==> src/hw/rtl/lpsc_pkg.sv <==
// ----------------------------------------------------------------------------
// Lift position slowdown controller package
// Shared types, register indexes and arithmetic constants.
// ----------------------------------------------------------------------------
package lpsc_pkg;

  typedef enum logic [1:0] {
    ACT_START = 2'd0,
    ACT_STOP  = 2'd1,
    ACT_PULSE = 2'd2
  } action_t;

  localparam logic CFG_COUNTS_PER_UNIT = 1'b0;
  localparam logic CFG_SENSOR_COUNT    = 1'b1;

  localparam logic [1:0] BUSY_IDLE      = 2'd0;
  localparam logic [1:0] BUSY_VERY_NEAR = 2'd1;
  localparam logic [1:0] BUSY_NEAR      = 2'd2;
  localparam logic [1:0] BUSY_FULL      = 2'd3;

  localparam logic [14:0] COUNTS_PER_UNIT_RST = 15'd7700;

  localparam int SPEED_MIN        = 2;
  localparam int SPEED_MAX        = 100;
  localparam int NEAR_COUNTS      = 154;
  localparam int VERY_NEAR_COUNTS = 77;
  localparam int VERY_NEAR_DUTY   = 25;
  localparam int NEAR_DUTY_LIMIT  = 128;
  localparam int NEAR_DUTY        = 50;

  // Division by 10000 is a shift by four followed by a reciprocal multiply
  // for 625, exact for dividends below 2**27.
  localparam int          RECIP_625_SHIFT = 37;
  localparam logic [27:0] RECIP_625       = 28'd219902326;

  // Duty is speed * 255 / 100 = ((speed * 51) >> 2) / 5.
  localparam logic [12:0] DUTY_MUL       = 13'd51;
  localparam int          RECIP_5_SHIFT  = 13;
  localparam logic [10:0] RECIP_5        = 11'd1639;

endpackage

==> src/hw/rtl/lpsc_scale.sv <==
// ----------------------------------------------------------------------------
// Lift position slowdown controller end count scaler
// Turns the registered magnitude of target times scale into the signed end
// count, dividing by 10000 with truncation toward zero.
// ----------------------------------------------------------------------------
module lpsc_scale
  import lpsc_pkg::*;
(
  input  logic [30:0]        prod_mag,
  input  logic               prod_neg,
  output logic signed [17:0] end_count
);

  logic [26:0] quot_in;
  logic [54:0] recip_prod;
  logic [17:0] quot;

  assign quot_in    = prod_mag[30:4];
  assign recip_prod = 55'(quot_in) * 55'(RECIP_625);
  assign quot       = recip_prod[RECIP_625_SHIFT +: 18];
  assign end_count  = prod_neg ? $signed(~quot + 18'd1) : $signed(quot);

endmodule

==> src/hw/rtl/lift_position_slowdown_controller.sv <==
// ----------------------------------------------------------------------------
// Lift position slowdown controller
// Start, stop and tacho pulse requests drive a lift motor toward an end count.
//
// Requests enter on the in_ channel and every request yields exactly one
// result on the out_ channel, carrying the motor drive state after it.
// A request is taken when in_valid is high and in_stall is low; a result is
// taken when out_valid is high and out_stall is low.
// A request passes the input register, then the result register. One request
// is accepted in every cycle unless the receiver stalls; the rate is set
// by the single execute stage between them, which holds all controller state.
// When the receiver stalls, the result register holds and the input register
// fills; in_stall then rises until the result is taken.
// The cfg_ channel writes counts_per_unit (index 0) and sensor_count
// (index 1); cfg_ready is always high. Writes must be made only while idle;
// the block does not enforce it. Reset clears the motor state, the position,
// and the channels, and loads a scale of 7700 and a sensor count of zero.
// ----------------------------------------------------------------------------
module lift_position_slowdown_controller
  import lpsc_pkg::*;
#(
  parameter int POSITION_BITS = 16
) (
  input  logic               clk,
  input  logic               rst_n,
  input  logic               in_valid,
  output logic               in_stall,
  input  logic [1:0]         in_action,
  input  logic [7:0]         in_speed_percent,
  input  logic signed [15:0] in_target_position,
  input  logic               in_sensor_level,
  output logic               out_valid,
  input  logic               out_stall,
  output logic [7:0]         out_pwm_output,
  output logic               out_direction_up,
  output logic               out_clock_enable,
  output logic               out_high_current,
  output logic [1:0]         out_busy_level,
  output logic signed [15:0] out_position,
  input  logic               cfg_valid,
  output logic               cfg_ready,
  input  logic               cfg_index,
  input  logic [15:0]        cfg_data
);

  localparam int CW = ((POSITION_BITS > 18) ? POSITION_BITS : 18) + 1;

  logic               in_accept;
  logic               advance;

  logic [14:0]        cpu_r;
  logic signed [15:0] sc_r;

  logic               in_vld_r, in_vld_nxt;
  action_t            act_r;
  logic [7:0]         spd_r;
  logic               sens_r;
  logic [30:0]        prod_r;
  logic               neg_r;

  logic [15:0]        tgt_u;
  logic [15:0]        tgt_mag;

  logic [POSITION_BITS-1:0] pos_r, pos_nxt;
  logic signed [17:0] end_r, end_nxt;
  logic [7:0]         duty_r, duty_nxt;
  logic [7:0]         drv_r, drv_nxt;
  logic               last_r, last_nxt;
  logic               up_r, up_nxt;
  logic               run_r, run_nxt;
  logic               strong_r, strong_nxt;
  logic [1:0]         busy_r, busy_nxt;

  logic               out_vld_r, out_vld_nxt;
  logic [7:0]         o_pwm_r;
  logic               o_up_r, o_run_r, o_strong_r;
  logic [1:0]         o_busy_r;
  logic [15:0]        o_pos_r;

  logic signed [17:0] end_calc;
  logic [6:0]         spd_clamp;
  logic [12:0]        spd_x51;
  logic [23:0]        duty_prod;
  logic [7:0]         start_duty;
  logic signed [CW-1:0] pos_ext, end_ext, step_ext, rem;
  logic signed [CW-1:0] new_end_ext;
  logic [POSITION_BITS-1:0] sens_pos, pos_base, pos_step;

  assign cfg_ready = 1'b1;

  always_ff @(posedge clk) begin
    if (!rst_n) begin
      cpu_r <= COUNTS_PER_UNIT_RST;
      sc_r  <= '0;
    end else if (cfg_valid && cfg_ready) begin
      case (cfg_index)
        CFG_COUNTS_PER_UNIT: cpu_r <= cfg_data[14:0];
        CFG_SENSOR_COUNT:    sc_r  <= $signed(cfg_data);
        default:             cpu_r <= cpu_r;
      endcase
    end
  end

  // Input register with the target magnitude already multiplied by the scale.
  assign advance    = in_vld_r && (!out_vld_r || !out_stall);
  assign in_stall   = in_vld_r && !advance;
  assign in_accept  = in_valid && !in_stall;
  assign in_vld_nxt = in_accept || (in_vld_r && !advance);

  assign tgt_u   = $unsigned(in_target_position);
  assign tgt_mag = tgt_u[15] ? (~tgt_u + 16'd1) : tgt_u;

  always_ff @(posedge clk) begin
    if (!rst_n) begin
      in_vld_r <= 1'b0;
    end else begin
      in_vld_r <= in_vld_nxt;
    end
  end

  always_ff @(posedge clk) begin
    if (in_accept) begin
      act_r  <= action_t'(in_action);
      spd_r  <= in_speed_percent;
      sens_r <= in_sensor_level;
      prod_r <= 31'(tgt_mag) * 31'(cpu_r);
      neg_r  <= tgt_u[15];
    end
  end

  lpsc_scale u_scale (
    .prod_mag  (prod_r),
    .prod_neg  (neg_r),
    .end_count (end_calc)
  );

  assign spd_clamp  = (spd_r < 8'(SPEED_MIN)) ? 7'(SPEED_MIN) :
                      (spd_r > 8'(SPEED_MAX)) ? 7'(SPEED_MAX) : spd_r[6:0];
  assign spd_x51    = 13'(spd_clamp) * DUTY_MUL;
  assign duty_prod  = 24'(spd_x51[12:2]) * 24'(RECIP_5);
  assign start_duty = duty_prod[RECIP_5_SHIFT +: 8];

  assign pos_ext     = CW'($signed(pos_r));
  assign end_ext     = CW'(end_r);
  assign new_end_ext = CW'(end_calc);
  assign sens_pos    = POSITION_BITS'(CW'(sc_r));
  assign pos_base    = (sens_r != last_r) ? sens_pos : pos_r;
  assign pos_step    = up_r ? (pos_base + 1'b1) : (pos_base - 1'b1);
  assign step_ext    = CW'($signed(pos_step));
  assign rem         = up_r ? (end_ext - step_ext) : (step_ext - end_ext);

  always_comb begin
    pos_nxt    = pos_r;
    end_nxt    = end_r;
    duty_nxt   = duty_r;
    drv_nxt    = drv_r;
    last_nxt   = last_r;
    up_nxt     = up_r;
    run_nxt    = run_r;
    strong_nxt = strong_r;
    busy_nxt   = busy_r;
    if (advance) begin
      case (act_r)
        ACT_START: begin
          if (spd_r != 8'd0) begin
            end_nxt  = end_calc;
            last_nxt = sens_r;
            duty_nxt = start_duty;
            if (pos_ext != new_end_ext) begin
              up_nxt     = pos_ext < new_end_ext;
              strong_nxt = 1'b1;
              drv_nxt    = start_duty;
              busy_nxt   = BUSY_FULL;
              run_nxt    = 1'b1;
            end
          end
        end
        ACT_STOP: begin
          drv_nxt    = 8'd0;
          busy_nxt   = BUSY_IDLE;
          run_nxt    = 1'b0;
          strong_nxt = 1'b0;
        end
        ACT_PULSE: begin
          if (run_r) begin
            last_nxt = sens_r;
            pos_nxt  = pos_step;
            if (rem <= NEAR_COUNTS) begin
              if (rem <= VERY_NEAR_COUNTS) begin
                busy_nxt = BUSY_VERY_NEAR;
                if (duty_r > 8'(VERY_NEAR_DUTY)) begin
                  duty_nxt = 8'(VERY_NEAR_DUTY);
                end
              end else begin
                busy_nxt = BUSY_NEAR;
                if (duty_r > 8'(NEAR_DUTY_LIMIT)) begin
                  duty_nxt = 8'(NEAR_DUTY);
                end
              end
              drv_nxt = duty_nxt;
            end
            if (rem <= 0) begin
              busy_nxt   = BUSY_IDLE;
              run_nxt    = 1'b0;
              strong_nxt = 1'b0;
              duty_nxt   = 8'd1;
              drv_nxt    = 8'd1;
            end
          end
        end
        default: begin
          busy_nxt = busy_r;
        end
      endcase
    end
  end

  always_ff @(posedge clk) begin
    if (!rst_n) begin
      pos_r    <= '0;
      end_r    <= '0;
      duty_r   <= '0;
      drv_r    <= '0;
      last_r   <= 1'b0;
      up_r     <= 1'b1;
      run_r    <= 1'b0;
      strong_r <= 1'b0;
      busy_r   <= BUSY_IDLE;
    end else begin
      pos_r    <= pos_nxt;
      end_r    <= end_nxt;
      duty_r   <= duty_nxt;
      drv_r    <= drv_nxt;
      last_r   <= last_nxt;
      up_r     <= up_nxt;
      run_r    <= run_nxt;
      strong_r <= strong_nxt;
      busy_r   <= busy_nxt;
    end
  end

  // Result register.
  assign out_vld_nxt = advance || (out_vld_r && out_stall);

  always_ff @(posedge clk) begin
    if (!rst_n) begin
      out_vld_r <= 1'b0;
    end else begin
      out_vld_r <= out_vld_nxt;
    end
  end

  always_ff @(posedge clk) begin
    if (advance) begin
      o_pwm_r    <= drv_nxt;
      o_up_r     <= up_nxt;
      o_run_r    <= run_nxt;
      o_strong_r <= strong_nxt;
      o_busy_r   <= busy_nxt;
      o_pos_r    <= 16'(pos_nxt);
    end
  end

  assign out_valid        = out_vld_r;
  assign out_pwm_output   = o_pwm_r;
  assign out_direction_up = o_up_r;
  assign out_clock_enable = o_run_r;
  assign out_high_current = o_strong_r;
  assign out_busy_level   = o_busy_r;
  assign out_position     = $signed(o_pos_r);

  // The motor runs exactly when a busy level is shown.
  a_run_busy: assert property (@(posedge clk) disable iff (!rst_n)
    run_r == (busy_r != BUSY_IDLE))
    else $error("running and busy level disagree");

  // High current is applied only during a move.
  a_run_strong: assert property (@(posedge clk) disable iff (!rst_n)
    run_r == strong_r)
    else $error("drive current and running disagree");

  // A stop request leaves the motor stopped.
  a_stop: assert property (@(posedge clk) disable iff (!rst_n)
    (advance && act_r == ACT_STOP) |=> (!run_r && drv_r == 8'd0))
    else $error("stop request did not stop the motor");

  // A tacho pulse while idle does not move the position.
  a_idle_pulse: assert property (@(posedge clk) disable iff (!rst_n)
    (advance && act_r == ACT_PULSE && !run_r) |=> $stable(pos_r))
    else $error("position changed on an idle pulse");

endmodule

==> config.mk <==
export PLATFORM = sky130hd
export DESIGN_NAME = lift_position_slowdown_controller
export DESIGN_NICKNAME = d
export VERILOG_FILES = /design/src/hw/rtl/lpsc_pkg.sv /design/src/hw/rtl/lpsc_scale.sv /design/src/hw/rtl/lift_position_slowdown_controller.sv
export SDC_FILE = /design/constraint.sdc
export NUM_CORES = 2
export LEC_CHECK = 0
export ABC_AREA = 1
export BUFFER_PORTS_ARGS = -buffer_cell sky130_fd_sc_hd__buf_2
export CAP_MARGIN = 20
export CORE_ASPECT_RATIO = 2
export CORE_UTILIZATION = 40
export DETAILED_ROUTE_END_ITERATION = 16
export HOLD_SLACK_MARGIN = 0.06
export PLACE_DENSITY = 0.59
export SLEW_MARGIN = 10
export SYNTH_ARGS = -nofsm -noshare
export SYNTH_HDL_FRONTEND = slang
export SYNTH_SLANG_ARGS = --single-unit
==> constraint.sdc <==
create_clock -name clk -period 22.6 [get_ports clk]
set_input_delay 1.13 -clock clk [delete_from_list [all_inputs] [get_ports clk]]
set_output_delay 1.13 -clock clk [all_outputs]
set_load 0.01 [all_outputs]
==> results.txt <==
The number of failing setup endpoints in the final timing report came out at 0. The maximum clock insertion buffer count came out at 2. CTS placed an instance of sky130_fd_sc_hd__clkbuf_16 at the clock tree root. Buffers inserted to repair hold after CTS numbered 0. In this run the number of H-tree levels came out at 4. The clock edge transition at the registers on the reported setup and hold paths is 0.08 ns.

Among all flip-flop cells after synthesis, the most frequent one is sky130_fd_sc_hd__dfxtp_1. The top fanout value on the critical path is 12. The routing usage on met2 is 51.0%. The synthesized design spends more area on one cell type than any other, namely sky130_fd_sc_hd__fa_1. The highest attainable clock frequency is 104 MHz. The routed design has 112000 µm of wire.

The post-layout minimum cycle time is ~9.6 ns. The buffers inserted during post-CTS setup optimization is 0. The class of the most critical hold timing path is register to register. The count of mapped cells out of synthesis is around 4500. After synthesis, the share of flip-flops with an asynchronous set or reset is 0%. By area, the combinational part of the netlist is dominated by adder cells.

Across the run, the number of max-cap violations was 0. A synthesized cell averages 7.83 µm². The fraction of layout cells with a size suffix above 1 is just under 5%. After legalization and detailed placement, the total HPWL measured 98300 µm. The global-route track usage on met1 came out at 24.3%. The yosys synthesis warning count came out at 0. After Yosys synthesis, XOR and XNOR cells account for approximately 2.2% of the synthesized area. The area share of the largest cell type after synthesis is 30.8%. The wire length of the first global-routing pass is 173000 µm.

The flow ran to the end, and the final reports show no timing, DRC or antenna violations. Relative to the synthesized area, the layout overhead comes to 6.61%. TritonCTS built the clock tree. The launching element type of the critical path is a register. The count of buffer and inverter cells on the critical path is 11. The number of input and output port buffers inserted is 79. The data arrival time of the worst path came out at between 9 and 10 ns.

In this run the remaining antenna-violating nets after routing total 0. Once the clock tree was built, the resizer swapped 0 gates to a different size. The global-route met3 utilization is 2.13%. The synthesized netlist net count came out at 5633. The count of state elements after synthesis is 157. The setup path with the least slack is of type register to register. After detailed routing, the average wire length per cell comes to 19.4 µm. STA classifies the critical path endpoint as a register. The area share of fa/ha/maj cells after synthesis is 49.3%. In this run the horizontal extent of the chip is 212 µm. The total core area came out at 87900 µm². The overall die area came out at 89700 µm². The worst path uses roughly 42% of the clock period. 81 I/O pins were placed. On the worst path, the slowest cell contributes a delay of 0.61 ns. Summing the areas of all and, or, nand and nor instances in the mapped netlist gives between 15 and 20% of the synthesized area. The number of distinct library cell variants in the gate-level netlist after synthesis is 53. The sink count of the clock tree is 157. The initial antenna violation count is 1. Global routing used 26.1% of the available tracks across all layers.

The initialized floorplan defines 154 standard-cell rows. The number of flops mapped to enable cells by yosys is 68. Setup repair after global routing left no endpoint under its margin. The pin count of the biggest net entering global routing is 55.

The floorplan die height came out at approximately 420 µm. The initial cell density of the core came out at 40.3%. In this run the tightest slew margin relative to its limit is 24.5%. Ranked by total cell area, the synthesized netlist is headed by sky130_fd_sc_hd__fa_1 31%, sky130_fd_sc_hd__ha_1 18%, sky130_fd_sc_hd__inv_1 13%. The most utilized layer in the global route result is met2. The transition time of the tightest slew-check pin came out at 1.12 ns. For the worst-skew pair, the clock arrives at the later sink with an insertion delay of around 0.48 ns. The count of pins over their slew limit is 0. The global placer's final weighted congestion came out at between 1 and 1.5.

The iteration count of the initial detailed-routing pass is 7. The number of vias after detailed routing came out at 28400. The final global-route overflow total is 0. The multiplexer area fraction after synthesis came out at 0%.

The portion of the post-synthesis area used by sequential elements is 10.8%. The clock skew after layout is 0.0179 ns. The number of hold violations in the final report is 0. In this design, the critical path's most frequently occurring cell is sky130_fd_sc_hd__nand2_1.

The number of nets in the finished design came out at 5682. For the worst setup path, the data required time is 22.84 ns. The number of DRC violations after detailed-routing iteration 0 came out at around 1300. The post-detailed-route via-to-cell ratio is 4.93. The fraction of the mapped netlist area in compound gates came out at 6.38%. The netlist area before placement is about 35000 µm². The total negative slack for setup checks came out at 0 ns. The via count of the first global-routing pass is 31100.

The slowest stage of the critical path is the sky130_fd_sc_hd__edfxtp_1 cell. The clock buffer count from CTS is 17. Grouping stages by cell kind, the critical path spends the most delay in adder cells.

The number of remaining DRC errors came out at 0.
## layout make-up
| class | instances | area [µm²] |
|---|---|---|
| Inverter | 1249 | 4690 |
| Clock inverter | 14 | 183 |
| Antenna cell | 1 | 2.50 |
| Tap cell | 1170 | 1460 |
| Sequential cell | 157 | 3820 |
| Timing Repair Buffer | 90 | 478 |
| Multi-Input combinational cell | 3051 | 26600 |
| Fill cell | 9152 | 50100 |
| Clock buffer | 18 | 450 |
## metrics by stage
stage | util (%) | setup slack [ns] | std cells | hold WS, ns | cell area [µm²]
global route | 42.9 | 12.30 | 5750 | 0.494 | 37700
detailed placement | 42.2 | 13.03 | 5717 | 0.471 | 37100
global placement | 42.2 | 13.12 | 5717 | 0.458 | 37100
finish | 42.9 | 13.00 | 5750 | 0.478 | 37700
floorplan | - | 14.47 | 4517 | 0.444 | 35400
CTS | 42.9 | 13.01 | 5749 | 0.481 | 37700
## Yosys cell counts (7+ instances only)
library cell	count
sky130_fd_sc_hd__nor4_1	8
sky130_fd_sc_hd__nand2_2	18
sky130_fd_sc_hd__nor2_2	24
sky130_fd_sc_hd__dfxtp_1	89
sky130_fd_sc_hd__a21boi_0	9
sky130_fd_sc_hd__and2_1	9
sky130_fd_sc_hd__inv_1	1228
sky130_fd_sc_hd__or2_2	17
sky130_fd_sc_hd__a21oi_1	181
sky130_fd_sc_hd__nand3_1	97
sky130_fd_sc_hd__nand4_1	32
sky130_fd_sc_hd__nand3b_1	12
sky130_fd_sc_hd__nand2_1	908
sky130_fd_sc_hd__a21o_1	10
sky130_fd_sc_hd__clkbuf_1	50
sky130_fd_sc_hd__ha_1	523
sky130_fd_sc_hd__o21ai_1	20
sky130_fd_sc_hd__edfxtp_1	68
sky130_fd_sc_hd__xor2_1	61
sky130_fd_sc_hd__nor2_1	325
sky130_fd_sc_hd__inv_2	17
sky130_fd_sc_hd__o211ai_1	18
sky130_fd_sc_hd__o21ai_0	122
sky130_fd_sc_hd__o21bai_1	15
sky130_fd_sc_hd__fa_1	544
sky130_fd_sc_hd__nor3_2	7
sky130_fd_sc_hd__nor3_1	17
sky130_fd_sc_hd__xnor2_1	27
## state kept, by name, indices dropped and copies added, names as in the netlist, 2 cells and up
signal	cells
prod_r	27
end_r	18
out_position	16
pos_r	16
sc_r	16
cpu_r	15
drv_r	8
duty_r	8
out_pwm_output	8
spd_r	8
act_r	2
busy_r	2
out_busy_level	2
## routing by layer
layer / routed length, µm / up-vias
met4: 9860 / 0
met3: 2810 / 338
met1: 37100 / 13700
li1: - / 13600
met2: 61900 / 701
met5: 0 / -
## path summary, 6_finish.rpt
kind / to / slack [ns] / from / cells after the start
max reg2reg: out_clock_enable$_DFFE_PP_ / 13.00 / prod_r[15]$_DFFE_PP_ / 48
max: out_clock_enable$_DFFE_PP_ / 13.00 / prod_r[15]$_DFFE_PP_ / 48
min reg2reg: last_r$_SDFFE_PN0P_ / 0.48 / last_r$_SDFFE_PN0P_ / 2
min: last_r$_SDFFE_PN0P_ / 0.48 / last_r$_SDFFE_PN0P_ / 2
## worst min-delay path: stages, from the launching register on
cell and delay (ns):
sky130_fd_sc_hd__dfxtp_1 0.31, sky130_fd_sc_hd__inv_1 0.06, sky130_fd_sc_hd__a21oi_1 0.06
## cell usage in the layout, fill, tap and decap left out, types with 4 or more instances in the layout
master,instances
sky130_fd_sc_hd__inv_1,1227
sky130_fd_sc_hd__nand2_1,908
sky130_fd_sc_hd__fa_1,544
sky130_fd_sc_hd__ha_1,523
sky130_fd_sc_hd__nor2_1,323
sky130_fd_sc_hd__a21oi_1,181
sky130_fd_sc_hd__o21ai_0,122
sky130_fd_sc_hd__nand3_1,97
sky130_fd_sc_hd__dfxtp_1,89
sky130_fd_sc_hd__buf_2,79
sky130_fd_sc_hd__edfxtp_1,68
sky130_fd_sc_hd__xor2_1,61
sky130_fd_sc_hd__nand4_1,32
sky130_fd_sc_hd__xnor2_1,27
sky130_fd_sc_hd__nor2_2,25
sky130_fd_sc_hd__o21ai_1,20
sky130_fd_sc_hd__nand2_2,18
sky130_fd_sc_hd__o211ai_1,18
sky130_fd_sc_hd__clkbuf_16,18
sky130_fd_sc_hd__inv_2,17
sky130_fd_sc_hd__nor3_1,17
sky130_fd_sc_hd__or2_2,17
sky130_fd_sc_hd__o21bai_1,15
sky130_fd_sc_hd__nand3b_1,12
sky130_fd_sc_hd__buf_4,11
sky130_fd_sc_hd__a21o_1,10
sky130_fd_sc_hd__and2_1,9
sky130_fd_sc_hd__a21boi_0,9
sky130_fd_sc_hd__nor4_1,8
sky130_fd_sc_hd__nor3_2,7
sky130_fd_sc_hd__o21a_1,6
sky130_fd_sc_hd__a31oi_1,6
sky130_fd_sc_hd__a211oi_1,6
sky130_fd_sc_hd__clkinv_1,5
sky130_fd_sc_hd__nor2_4,5
sky130_fd_sc_hd__inv_6,5
sky130_fd_sc_hd__nand3_2,4
## logic make-up after synthesis
kind of cell | Yosys count
other cells | 1
xor+xnor | 88
simple gates | 1488
fa+ha+maj | 1067
compound gates | 407
flops | 157
buf+inv | 1309
Power is left out: the tool's default activity adds up to more than one toggle a clock period on the data nets, which glitch-free logic cannot reach.
